### src/rtl/alle_pkg.sv
// ----------------------------------------------------------------------------
// alle_pkg
// Types, codes and field widths shared by the linked list engine modules.
// ----------------------------------------------------------------------------
package alle_pkg;

  localparam int IDX_W  = 8;
  localparam int VAL_W  = 8;
  localparam int SLOT_W = 8;
  localparam int CNT_W  = 8;

  typedef enum logic [1:0] {
    OP_INSERT = 2'd0,
    OP_REMOVE = 2'd1,
    OP_FIND   = 2'd2,
    OP_QUERY  = 2'd3
  } op_t;

  typedef enum logic [1:0] {
    ST_OK     = 2'd0,
    ST_NOMEM  = 2'd1,
    ST_BADIDX = 2'd2
  } status_t;

  typedef struct packed {
    op_t              op;
    logic [IDX_W-1:0] index;
    logic [VAL_W-1:0] value;
  } in_item_t;

  typedef struct packed {
    status_t           status;
    logic [SLOT_W-1:0] slot;
    logic              linear;
    logic [CNT_W-1:0]  count;
  } out_item_t;

  typedef enum logic [3:0] {
    S_INIT,
    S_IDLE,
    S_DECODE,
    S_INS_B,
    S_INS_C,
    S_INS_D,
    S_REM_B,
    S_REM_C,
    S_FIND_B,
    S_RESP
  } state_t;

  // controller to datapath strobes
  typedef struct packed {
    logic init_wr;
    logic load;
    logic decode;
    logic ins_b;
    logic ins_c;
    logic ins_d;
    logic rem_b;
    logic rem_c;
    logic find_step;
    logic resp_load;
  } dp_cmd_t;

  // datapath to controller status
  typedef struct packed {
    op_t  op;
    logic ins_ok;
    logic rem_ok;
    logic find_go;
    logic find_last;
    logic init_last;
  } dp_sts_t;

endpackage

### src/rtl/alle_ctrl.sv
// ----------------------------------------------------------------------------
// alle_ctrl
// Sequencer for the linked list engine: init sweep, per-operation link steps
// and the result register handshake.
// ----------------------------------------------------------------------------
module alle_ctrl (
  input  logic              clk,
  input  logic              rst_n,
  input  logic              in_valid,
  output logic              in_stall,
  output logic              out_valid,
  input  logic              out_stall,
  input  alle_pkg::dp_sts_t sts,
  output alle_pkg::dp_cmd_t cmd
);
  import alle_pkg::*;

  state_t state_r, state_nxt;
  logic   out_valid_r, out_valid_nxt;

  always_ff @(posedge clk) begin
    if (!rst_n) begin
      state_r     <= S_INIT;
      out_valid_r <= 1'b0;
    end else begin
      state_r     <= state_nxt;
      out_valid_r <= out_valid_nxt;
    end
  end

  // next state
  always_comb begin
    state_nxt = state_r;
    case (state_r)
      S_INIT: begin
        if (sts.init_last) state_nxt = S_IDLE;
      end
      S_IDLE: begin
        if (in_valid) state_nxt = S_DECODE;
      end
      S_DECODE: begin
        case (sts.op)
          OP_INSERT: state_nxt = sts.ins_ok  ? S_INS_B  : S_RESP;
          OP_REMOVE: state_nxt = sts.rem_ok  ? S_REM_B  : S_RESP;
          OP_FIND:   state_nxt = sts.find_go ? S_FIND_B : S_RESP;
          default:   state_nxt = S_RESP;
        endcase
      end
      S_INS_B:  state_nxt = S_INS_C;
      S_INS_C:  state_nxt = S_INS_D;
      S_INS_D:  state_nxt = S_RESP;
      S_REM_B:  state_nxt = S_REM_C;
      S_REM_C:  state_nxt = S_RESP;
      S_FIND_B: begin
        if (sts.find_last) state_nxt = S_RESP;
      end
      S_RESP: begin
        if (!out_valid_r || !out_stall) state_nxt = S_IDLE;
      end
      default: state_nxt = S_INIT;
    endcase
  end

  // outputs
  always_comb begin
    cmd           = '0;
    cmd.init_wr   = (state_r == S_INIT);
    cmd.load      = (state_r == S_IDLE) && in_valid;
    cmd.decode    = (state_r == S_DECODE);
    cmd.ins_b     = (state_r == S_INS_B);
    cmd.ins_c     = (state_r == S_INS_C);
    cmd.ins_d     = (state_r == S_INS_D);
    cmd.rem_b     = (state_r == S_REM_B);
    cmd.rem_c     = (state_r == S_REM_C);
    cmd.find_step = (state_r == S_FIND_B);
    cmd.resp_load = (state_r == S_RESP) && (!out_valid_r || !out_stall);

    if (cmd.resp_load) begin
      out_valid_nxt = 1'b1;
    end else if (!out_stall) begin
      out_valid_nxt = 1'b0;
    end else begin
      out_valid_nxt = out_valid_r;
    end
  end

  assign in_stall  = (state_r != S_IDLE);
  assign out_valid = out_valid_r;

endmodule

### src/rtl/alle_dpath.sv
// ----------------------------------------------------------------------------
// alle_dpath
// Link memories, free chain head, counters and result register of the
// linked list engine.
// ----------------------------------------------------------------------------
module alle_dpath #(
  parameter int DEPTH     = 256,
  parameter int ELEM_BITS = 8
) (
  input  logic                clk,
  input  logic                rst_n,
  input  alle_pkg::in_item_t  in_data,
  input  alle_pkg::dp_cmd_t   cmd,
  output alle_pkg::dp_sts_t   sts,
  output alle_pkg::out_item_t out_data
);
  import alle_pkg::*;

  localparam int          AW      = $clog2(DEPTH);
  localparam int          CW      = $clog2(DEPTH + 1);
  localparam logic [31:0] DEPTH_L = 32'(DEPTH);

  // memories
  logic [ELEM_BITS-1:0] payload_mem [DEPTH];
  logic [AW-1:0]        next_mem    [DEPTH];
  logic [AW-1:0]        prev_mem    [DEPTH];

  // item registers
  op_t              op_r;
  logic [IDX_W-1:0] idx_r;
  logic [VAL_W-1:0] val_r;

  // list state
  logic [AW-1:0] free_head_r, free_head_nxt;
  logic [CW-1:0] count_r, count_nxt;
  logic          flag_r, flag_nxt;
  logic [AW-1:0] head_r, head_nxt;
  logic [AW-1:0] tail_r, tail_nxt;
  logic [AW-1:0] init_r, init_nxt;

  // work registers
  logic [AW-1:0]    slot_r, slot_nxt;
  status_t          status_r, status_nxt;
  logic [IDX_W-1:0] rem_r, rem_nxt;
  logic [AW-1:0]    nx_r, pv_r;
  logic [AW-1:0]    next_rd_r, prev_rd_r;
  out_item_t        out_r;

  // memory ports
  logic [AW-1:0] next_raddr;
  logic          next_we;
  logic [AW-1:0] next_waddr, next_wdata;
  logic          prev_we;
  logic [AW-1:0] prev_waddr, prev_wdata;

  logic [AW-1:0] idx_a;
  logic          in_range;
  logic          ins_ok, rem_ok, find_ok;

  assign idx_a = AW'(idx_r);

  always_comb begin
    in_range = (32'(idx_r) < DEPTH_L);
    ins_ok   = in_range && (free_head_r != '0) && (32'(count_r) < DEPTH_L);
    rem_ok   = in_range && (idx_r != '0) && (count_r != '0);
    find_ok  = (32'(idx_r) <= 32'(count_r));
  end

  always_comb begin
    sts           = '0;
    sts.op        = op_r;
    sts.ins_ok    = ins_ok;
    sts.rem_ok    = rem_ok;
    sts.find_go   = find_ok && (idx_r != '0);
    sts.find_last = (rem_r == IDX_W'(1));
    sts.init_last = (init_r == AW'(DEPTH - 1));
  end

  // read address of the next-link memory
  always_comb begin
    next_raddr = head_r;
    if (cmd.decode) begin
      case (op_r)
        OP_INSERT: next_raddr = free_head_r;
        OP_REMOVE: next_raddr = idx_a;
        default:   next_raddr = head_r;
      endcase
    end else if (cmd.ins_b) begin
      next_raddr = idx_a;
    end else if (cmd.find_step) begin
      next_raddr = next_rd_r;
    end
  end

  // write ports
  always_comb begin
    next_we    = 1'b0;
    next_waddr = init_r;
    next_wdata = '0;
    prev_we    = 1'b0;
    prev_waddr = init_r;
    prev_wdata = '0;
    if (cmd.init_wr) begin
      next_we    = 1'b1;
      next_waddr = init_r;
      next_wdata = (init_r == '0 || init_r == AW'(DEPTH - 1)) ? '0 : init_r + AW'(1);
      prev_we    = 1'b1;
      prev_waddr = init_r;
      prev_wdata = '0;
    end else if (cmd.ins_b) begin
      prev_we    = 1'b1;
      prev_waddr = slot_r;
      prev_wdata = idx_a;
    end else if (cmd.ins_c) begin
      next_we    = 1'b1;
      next_waddr = slot_r;
      next_wdata = next_rd_r;
      prev_we    = 1'b1;
      prev_waddr = next_rd_r;
      prev_wdata = slot_r;
    end else if (cmd.ins_d) begin
      next_we    = 1'b1;
      next_waddr = idx_a;
      next_wdata = slot_r;
    end else if (cmd.rem_b) begin
      next_we    = 1'b1;
      next_waddr = idx_a;
      next_wdata = free_head_r;
      prev_we    = 1'b1;
      prev_waddr = next_rd_r;
      prev_wdata = prev_rd_r;
    end else if (cmd.rem_c) begin
      next_we    = 1'b1;
      next_waddr = pv_r;
      next_wdata = nx_r;
      prev_we    = 1'b1;
      prev_waddr = idx_a;
      prev_wdata = '0;
    end
  end

  always_ff @(posedge clk) begin
    if (next_we) next_mem[next_waddr] <= next_wdata;
    next_rd_r <= next_mem[next_raddr];
  end

  always_ff @(posedge clk) begin
    if (prev_we) prev_mem[prev_waddr] <= prev_wdata;
    prev_rd_r <= prev_mem[idx_a];
  end

  always_ff @(posedge clk) begin
    if (cmd.ins_b) payload_mem[slot_r] <= ELEM_BITS'(val_r);
  end

  // list state next values
  always_comb begin
    free_head_nxt = free_head_r;
    count_nxt     = count_r;
    flag_nxt      = flag_r;
    init_nxt      = cmd.init_wr ? init_r + AW'(1) : init_r;
    slot_nxt      = slot_r;
    status_nxt    = status_r;
    rem_nxt       = rem_r;

    // entry 0 of each link memory is mirrored for the sentinel tests
    head_nxt = (next_we && next_waddr == '0) ? next_wdata : head_r;
    tail_nxt = (prev_we && prev_waddr == '0) ? prev_wdata : tail_r;

    if (cmd.decode) begin
      slot_nxt   = '0;
      status_nxt = ST_OK;
      rem_nxt    = idx_r;
      case (op_r)
        OP_INSERT: begin
          if (!in_range) begin
            status_nxt = ST_BADIDX;
          end else if (!ins_ok) begin
            status_nxt = ST_NOMEM;
          end else begin
            slot_nxt  = free_head_r;
            count_nxt = count_r + CW'(1);
            if (idx_r != '0 && 32'(idx_r) != 32'(tail_r)) flag_nxt = 1'b0;
          end
        end
        OP_REMOVE: begin
          // flag test comes before the index checks
          if (32'(idx_r) != 32'(head_r) && 32'(idx_r) != 32'(tail_r)) flag_nxt = 1'b0;
          if (!rem_ok) begin
            status_nxt = ST_BADIDX;
          end else begin
            count_nxt = count_r - CW'(1);
          end
        end
        OP_FIND: begin
          if (find_ok && idx_r == '0) slot_nxt = head_r;
        end
        default: begin
          status_nxt = ST_OK;
        end
      endcase
    end

    if (cmd.ins_b) free_head_nxt = next_rd_r;
    if (cmd.rem_b) free_head_nxt = idx_a;

    if (cmd.find_step) begin
      slot_nxt = next_rd_r;
      rem_nxt  = rem_r - IDX_W'(1);
    end
  end

  always_ff @(posedge clk) begin
    if (!rst_n) begin
      free_head_r <= AW'(1);
      count_r     <= '0;
      flag_r      <= 1'b1;
      head_r      <= '0;
      tail_r      <= '0;
      init_r      <= '0;
    end else begin
      free_head_r <= free_head_nxt;
      count_r     <= count_nxt;
      flag_r      <= flag_nxt;
      head_r      <= head_nxt;
      tail_r      <= tail_nxt;
      init_r      <= init_nxt;
    end
  end

  always_ff @(posedge clk) begin
    slot_r   <= slot_nxt;
    status_r <= status_nxt;
    rem_r    <= rem_nxt;
    if (cmd.load) begin
      op_r  <= in_data.op;
      idx_r <= in_data.index;
      val_r <= in_data.value;
    end
    if (cmd.rem_b) begin
      nx_r <= next_rd_r;
      pv_r <= prev_rd_r;
    end
    if (cmd.resp_load) begin
      out_r.status <= status_r;
      out_r.slot   <= SLOT_W'(slot_r);
      out_r.linear <= flag_r;
      out_r.count  <= CNT_W'(count_r);
    end
  end

  assign out_data = out_r;

endmodule

### src/rtl/array_linked_list_engine.sv
// ----------------------------------------------------------------------------
// array_linked_list_engine
// Doubly linked list in link memories with a sentinel slot and a free chain.
// ----------------------------------------------------------------------------
// After reset the block sweeps both link memories once, one slot a cycle, and
// takes no item until the last slot is written. Then it works on one item at
// a time: after the decode state, a query, a rejected insert or remove, or a
// find of position 0 or past the count goes straight to the result state; a
// remove first passes REM_B and REM_C, an insert INS_B, INS_C and INS_D, and
// any other find stays in FIND_B for as many links as its index. The next-link
// memory has a single registered read port: each link step waits for its read
// data, and a find follows one link per cycle. The next item is taken the
// cycle after its result is loaded, even if a stalled receiver still holds it.
module array_linked_list_engine #(
  parameter int DEPTH     = 256,
  parameter int ELEM_BITS = 8
) (
  input  logic                clk,
  input  logic                rst_n,
  input  logic                in_valid,
  output logic                in_stall,
  input  alle_pkg::in_item_t  in_data,
  output logic                out_valid,
  input  logic                out_stall,
  output alle_pkg::out_item_t out_data
);
  import alle_pkg::*;

  dp_cmd_t cmd;
  dp_sts_t sts;

  alle_ctrl u_ctrl (
    .clk       (clk),
    .rst_n     (rst_n),
    .in_valid  (in_valid),
    .in_stall  (in_stall),
    .out_valid (out_valid),
    .out_stall (out_stall),
    .sts       (sts),
    .cmd       (cmd)
  );

  alle_dpath #(
    .DEPTH     (DEPTH),
    .ELEM_BITS (ELEM_BITS)
  ) u_dpath (
    .clk      (clk),
    .rst_n    (rst_n),
    .in_data  (in_data),
    .cmd      (cmd),
    .sts      (sts),
    .out_data (out_data)
  );

endmodule

### config.mk
export PLATFORM = sky130hd
export DESIGN_NAME = array_linked_list_engine
export DESIGN_NICKNAME = d
export VERILOG_FILES = /design/src/rtl/alle_pkg.sv /design/src/rtl/alle_ctrl.sv /design/src/rtl/alle_dpath.sv /design/src/rtl/array_linked_list_engine.sv
export SDC_FILE = /design/constraint.sdc
export NUM_CORES = 2
export LEC_CHECK = 0
export BUFFER_PORTS_ARGS = -buffer_cell sky130_fd_sc_hd__buf_4
export CAP_MARGIN = 20
export CELL_PAD_IN_SITES_DETAIL_PLACEMENT = 0
export CELL_PAD_IN_SITES_GLOBAL_PLACEMENT = 2
export CORE_MARGIN = 3
export CORE_UTILIZATION = 41
export DETAILED_ROUTE_END_ITERATION = 12
export PLACE_DENSITY = 0.71
export SETUP_SLACK_MARGIN = 0.1
export SYNTH_ARGS = -nofsm -noshare
export SYNTH_HDL_FRONTEND = slang
export SYNTH_SLANG_ARGS = --single-unit
### constraint.sdc
create_clock -name clk -period 18.3 [get_ports clk]
set_clock_uncertainty 0.1 [all_clocks]
set_input_delay 1.83 -clock clk [delete_from_list [all_inputs] [get_ports clk]]
set_output_delay 1.83 -clock clk [all_outputs]
set_load 0.01 [all_outputs]
# Word level (Yosys, flattened, before mapping)
# Memories as Yosys holds them, arrays and structs flattened. A register that Yosys moved wholly into a read port is not among the register bits.
# Index checks and enable logic that the tools add are counted.
# totals
regBits,110
romBits,0
wordCells,154
ramBits,4096
latch_bits,0
mem_count,2
# memory_table
memory,words,word_bits,rd,rd_ports_with_merged_regs,wr,line,rtl
u_dpath.next_mem,256,8,1,1,1,alle_dpath.sv:25,logic [AW-1:0] next_mem [DEPTH];
u_dpath.prev_mem,256,8,1,1,1,alle_dpath.sv:26,logic [AW-1:0] prev_mem [DEPTH];
# classes
addsub,4
reduce_logical,30
n_lt_le_gt_ge,2
n_bitwise,0
mux,72
div_mod_pow,0
mul,0
n_eq_ne,25
shifts,0
# ops
op,n
8-bit 2-to-1 mux,35
4-bit one-hot mux with 9 select lines,1
8-bit logical NOT,4
8-bit one-hot mux with 2 select lines,2
4-bit 2-to-1 mux,6
1-bit 2-to-1 mux,21
9-bit 2-to-1 mux,2
9-bit one-hot mux with 2 select lines,1
4-bit by 3-bit equality test with 1-bit output (second input constant),4
8-bit inequality test,2
8-bit nonzero test,2
2-bit by 1-bit inequality test with 1-bit output (second input constant),7
4-bit one-hot mux with 3 select lines,1
1-bit logical AND,10
9-bit by 1-bit adder with 9-bit output (second input constant),1
8-bit by 9-bit less-or-equal comparator with 1-bit output,1
9-bit less-than comparator (second input constant),1
9-bit nonzero test,1
9-bit by 1-bit subtractor with 9-bit output (second input constant),1
8-bit by 1-bit adder with 8-bit output (second input constant),1
4-bit by 2-bit equality test with 1-bit output (second input constant),2
4-bit equality test (second input constant),2
8-bit by 1-bit equality test with 1-bit output (second input constant),1
8-bit equality test (second input constant),1
17 further kinds,23

# Longest topological paths before layout
# logic_depth
ltp_word,9
ltp_mapped,20
ltp_nobuf,12

# Cells and area by module
# Synthesis repeated with hierarchy kept, for this count alone.
# hier_totals
hier_cells,10507
area_unflattened_um2,168603.0
# modules_own_cells
module,cells_each,seq_area_each_um2,instances,area_each_um2
alle_dpath,10451,126050.9,1,168173.8
alle_ctrl,56,100.1,1,429.2

# Worst setup path after synthesis
# No wires, ideal clock.
# synth_path
path_kind,register to register
from,register u_ctrl.state_r[0]
to,memory u_dpath.next_mem[0][5] (netlist bit) (data pin)
setup_slack_ns,4.181
stages_incl_launch_ff,7
arrival_ns,11.822
required_time_ns,16.003
path_cell_list,dfxtp_1 -> buf_4 -> buf_2 -> buf_2 -> nor4_1 -> nand2_1 -> o21ai_0
# synth_via
elab_chain_len,7
# synth_rtl
element,line,rtl
start: declaration,alle_ctrl.sv:18,"state_t state_r, state_nxt;"
start signal: assignment,alle_ctrl.sv:26,state_r <= state_nxt;
4-bit by 3-bit equality test with 1-bit output,alle_ctrl.sv:74,cmd.rem_c = (state_r == S_REM_C);
8-bit 2-to-1 mux,alle_dpath.sv:132,end else if (cmd.rem_c) begin
8-bit 2-to-1 mux,alle_dpath.sv:125,end else if (cmd.rem_b) begin
8-bit 2-to-1 mux,alle_dpath.sv:121,end else if (cmd.ins_d) begin
8-bit 2-to-1 mux,alle_dpath.sv:114,end else if (cmd.ins_c) begin
8-bit 2-to-1 mux,alle_dpath.sv:110,end else if (cmd.ins_b) begin
8-bit 2-to-1 mux *,alle_dpath.sv:103,if (cmd.init_wr) begin
via u_dpath.next_wdata[5],alle_dpath.sv:52,"logic [AW-1:0] next_waddr, next_wdata;"
end: declaration,alle_dpath.sv:25,
# Mark *: on every way through the listed nets, which the timed path passes. The rest lies on a longest branch.

# Worst setup path in the final report
# layout_path
from,register u_ctrl.state_r[1]
to,register u_dpath.next_rd_r[3] (read register of u_dpath.next_mem)
# layout_via
elab_chain_len,4
# layout_rtl
element,line,rtl
4-bit equality test,alle_ctrl.sv:75,cmd.find_step = (state_r == S_FIND_B);
8-bit 2-to-1 mux,alle_dpath.sv:90,end else if (cmd.find_step) begin
8-bit 2-to-1 mux,alle_dpath.sv:88,end else if (cmd.ins_b) begin
8-bit 2-to-1 mux *,alle_dpath.sv:82,if (cmd.decode) begin
end: declaration,alle_dpath.sv:46,"logic [AW-1:0] next_rd_r, prev_rd_r;"
# Every way passes the cells marked *; elsewhere a longest branch is shown, timed or not.
# A chain may end at the register's enable or synchronous reset.

==> flow_metrics.tcl <==
set metrics [dict create \
    leakagePower_nw 53.8 \
    syn2layout_area_growth_pct 12.1 \
    yosysSeqAreaShare_pct 76.3 \
    r2r_start "u_ctrl.state_r[1]" \
    startpoint "u_ctrl.state_r[1]" \
    cts_tree "built" \
    rows 232 \
    hold_class "reg -> reg" \
    clock-root-buffer "clkbuf_16" \
    place_hpwl_um 252000 \
    io_buffer_count 34 \
    numCtsBuffers 416 \
    post_cts_resized 0 \
    critPathCapture "u_dpath.next_rd_r[3]" \
    setup_viol 0 \
    finalNonFillerCells 14400 \
    postSynthAreaPerCell_um2 19.1 \
    grt_pass1_vias 84900 \
    final-hold-violation-count 0 \
    crit_required_ns 19.04 \
    cts_setup_buffers 0 \
    grt_pass1_wl_um 622000 \
    synth_area_um2 165000 \
    dp.cells 13600 \
    synth.net_count 8718 \
    timing.rr.end "u_dpath.next_rd_r[3]" \
    fmax_mhz 138 \
    num_vias 84100 \
    total_power_w 0.0200 \
    async_reset_ff_share_pct 0 \
    htreeDepth 5 \
    clock-sinks 4222 \
    crit_fanout 93 \
    cp-end-kind "flip-flop" \
    clk_pin_slew_ns 0.06 \
    ant_nets 0 \
    rrSetupSlack_ns 11.08 \
    fillers 33400 \
    final_nets 8832 \
    gp_congestion 0.800 \
    synth_edf_count 4159 \
    drive_gt1_share_pct 19.4 \
    synthDistinctLibCells 70 \
    die_w_um 641 \
    status "complete, no violations" \
    worst-setup-path-type "reg -> reg" \
    fin_util_pct 46.3 \
    detail_route.wl_per_cell_um 30.1 \
    rsz0062_at_grt "no" \
    peakVddDrop_mv 0.101 \
    drv_cap 0 \
    drt_first_pass_iters 6 \
    slew_headroom_pct 3.17 \
    antenna_found_initial 16 \
    reg2regPathDepth 13 \
    power.density_nw_per_um2 108 \
    fin_crit_ns 7.22 \
    cp_data_arrival_time_ns 7.96 \
    remaining_drc_errors 0 \
    viasPerCell 5.83 \
    synth_cells 8676 \
    crit_path_start_kind "flip-flop" \
    synth_seq_cells 4222 \
    io_pins 43 \
    clk_latency_ns 0.98 \
    start_util_pct 41.3 \
    setup_tns_ns 0 \
    ctsHoldBuffers 0 \
    cts_buffer_depth 4 \
    drt_iter0_drc 9001 \
    tightest_slew_ns 1.45 \
    grt_max_degree 221 \
    synth_flop_cell "edfxtp_1" \
    die_h_um 641 \
    yosys_warnings 0 \
    track_usage_pct 20.8 \
    dieArea_um2 411000 \
    grt.overflow.total 0 \
    core_um2 400000 \
    wl_um 433000 \
    min_period_over_period_pct 39.5 \
    timing.final.max_slew_violations 0 \
    layout_commonest_cell "edfxtp_1" \
    final_cell_mix "4159 x edfxtp_1, 812 x mux4_2, 672 x nand2_1" \
]
sequential cells by signal (all words and copies together) (netlist names), 9 cells and up:
signal and count:
u_dpath.out_data 19, u_dpath.count_r 9, u_dpath.prev_mem 2048, u_dpath.next_mem 2048
kinds of logic (layout without fill, tap and decap cells):
group | count (synthesis) | in the layout | share of synthesized area (%)
XOR/XNOR | 44 | 44 | 0.233
buffers and inverters | 572 | 1035 | 1.58
AND/OR/NAND/NOR | 1719 | 1719 | 4.42
multiplexers | 1163 | 1163 | 13.3
flip-flops | 4222 | 4222 | 76.3
other | 0 | 10 | 0
adder cells (fa/ha/maj) | 20 | 20 | 0.156
AO/OA/AOI/OAI | 936 | 936 | 4.03
final cells by class:
type | instances | area (um^2) | area share, %
clock buffers | 516 | 11000 | 5.96
multi-input cells | 3882 | 37000 | 20.0
flip-flops and latches | 4222 | 126000 | 68.1
well taps | 5265 | 6590 | 3.56
clock inverters | 251 | 2300 | 1.24
diodes | 10 | 25.0 | 0.0135
inverters | 28 | 105 | 0.0567
repair buffers | 240 | 2110 | 1.14
worst max-delay path, stage by stage, from the launching register on:
cell and delay, ns:
dfxtp_1 0.31, buf_4 0.39, or4b_1 0.75, a211oi_1 0.54
a211o_4 0.56, buf_4 0.62, buf_12 0.54, buf_4 0.55
mux4_2 0.47, a22oi_1 0.36, nand4_1 0.22, nor2_1 0.55
o22ai_1 0.36, or4_1 0.58
worst min path at each step:
| stage | start | end | slack (ns) | cells past startpoint |
|---|---|---|---|---|
| 3_5_place_dp | u_dpath.status_r[0] | u_dpath.out_data[17] | 0.32 | 0 |
| 5_1_grt | u_dpath.status_r[0] | u_dpath.out_data[17] | 0.35 | 0 |
| 6_report | u_dpath.status_r[0] | u_dpath.out_data[17] | 0.33 | 0 |
| 3_3_place_gp | u_dpath.status_r[0] | u_dpath.out_data[17] | 0.32 | 0 |
| 4_1_cts | u_dpath.status_r[0] | u_dpath.out_data[17] | 0.34 | 0 |
| 2_1_floorplan | u_dpath.status_r[0] | u_dpath.out_data[17] | 0.30 | 0 |
metal layers:
layer / up-vias / share of wire (%) / GRT usage (%)
met4: 8 / 3.1 / 6.55
met1: 44900 / 42 / 28.7
met5: - / 0.020 / 0
li1: 35600 / - / -
met2: 2867 / 49 / 34.3
met3: 658 / 6.1 / 2.97
cell usage after synthesis (all sizes together), types with 30 or more instances:
cell type     n  area, um^2
edfxtp     4159      125000
mux4        816       18400
nor2        684        2570
nand2       683        2560
clkbuf      284        1070
mux2i       283        2830
buf         260        1450
a22oi       215        1610
a21oi       144         721
a311oi      120        1050
o21ai       120         601
and3        118         738
o22ai        77         482
nand4        74         463
mux2         64         721
dfxtp        63        1260
nor3         47         240
a221oi       42         368
o221ai       36         315
a211oi       30         225
stage by stage:
stage | hold slack, ns | cell area, um^2 | setup WS (ns)
after floorplan | 0.300 | 165000 | 4.18
after global placement | 0.324 | 172000 | 11.17
after detailed placement | 0.322 | 172000 | 11.14
after CTS | 0.336 | 185000 | 11.10
after global routing | 0.349 | 185000 | 11.01
final | 0.333 | 185000 | 11.08
where the power goes:
part | switching, W | internal, W
combinational | 0.000678 | 0.000337
clock | 0.00365 | 0.00477
sequential | 0.0000463 | 0.0106
No activity file was read; power rests on OpenSTA's default activity.
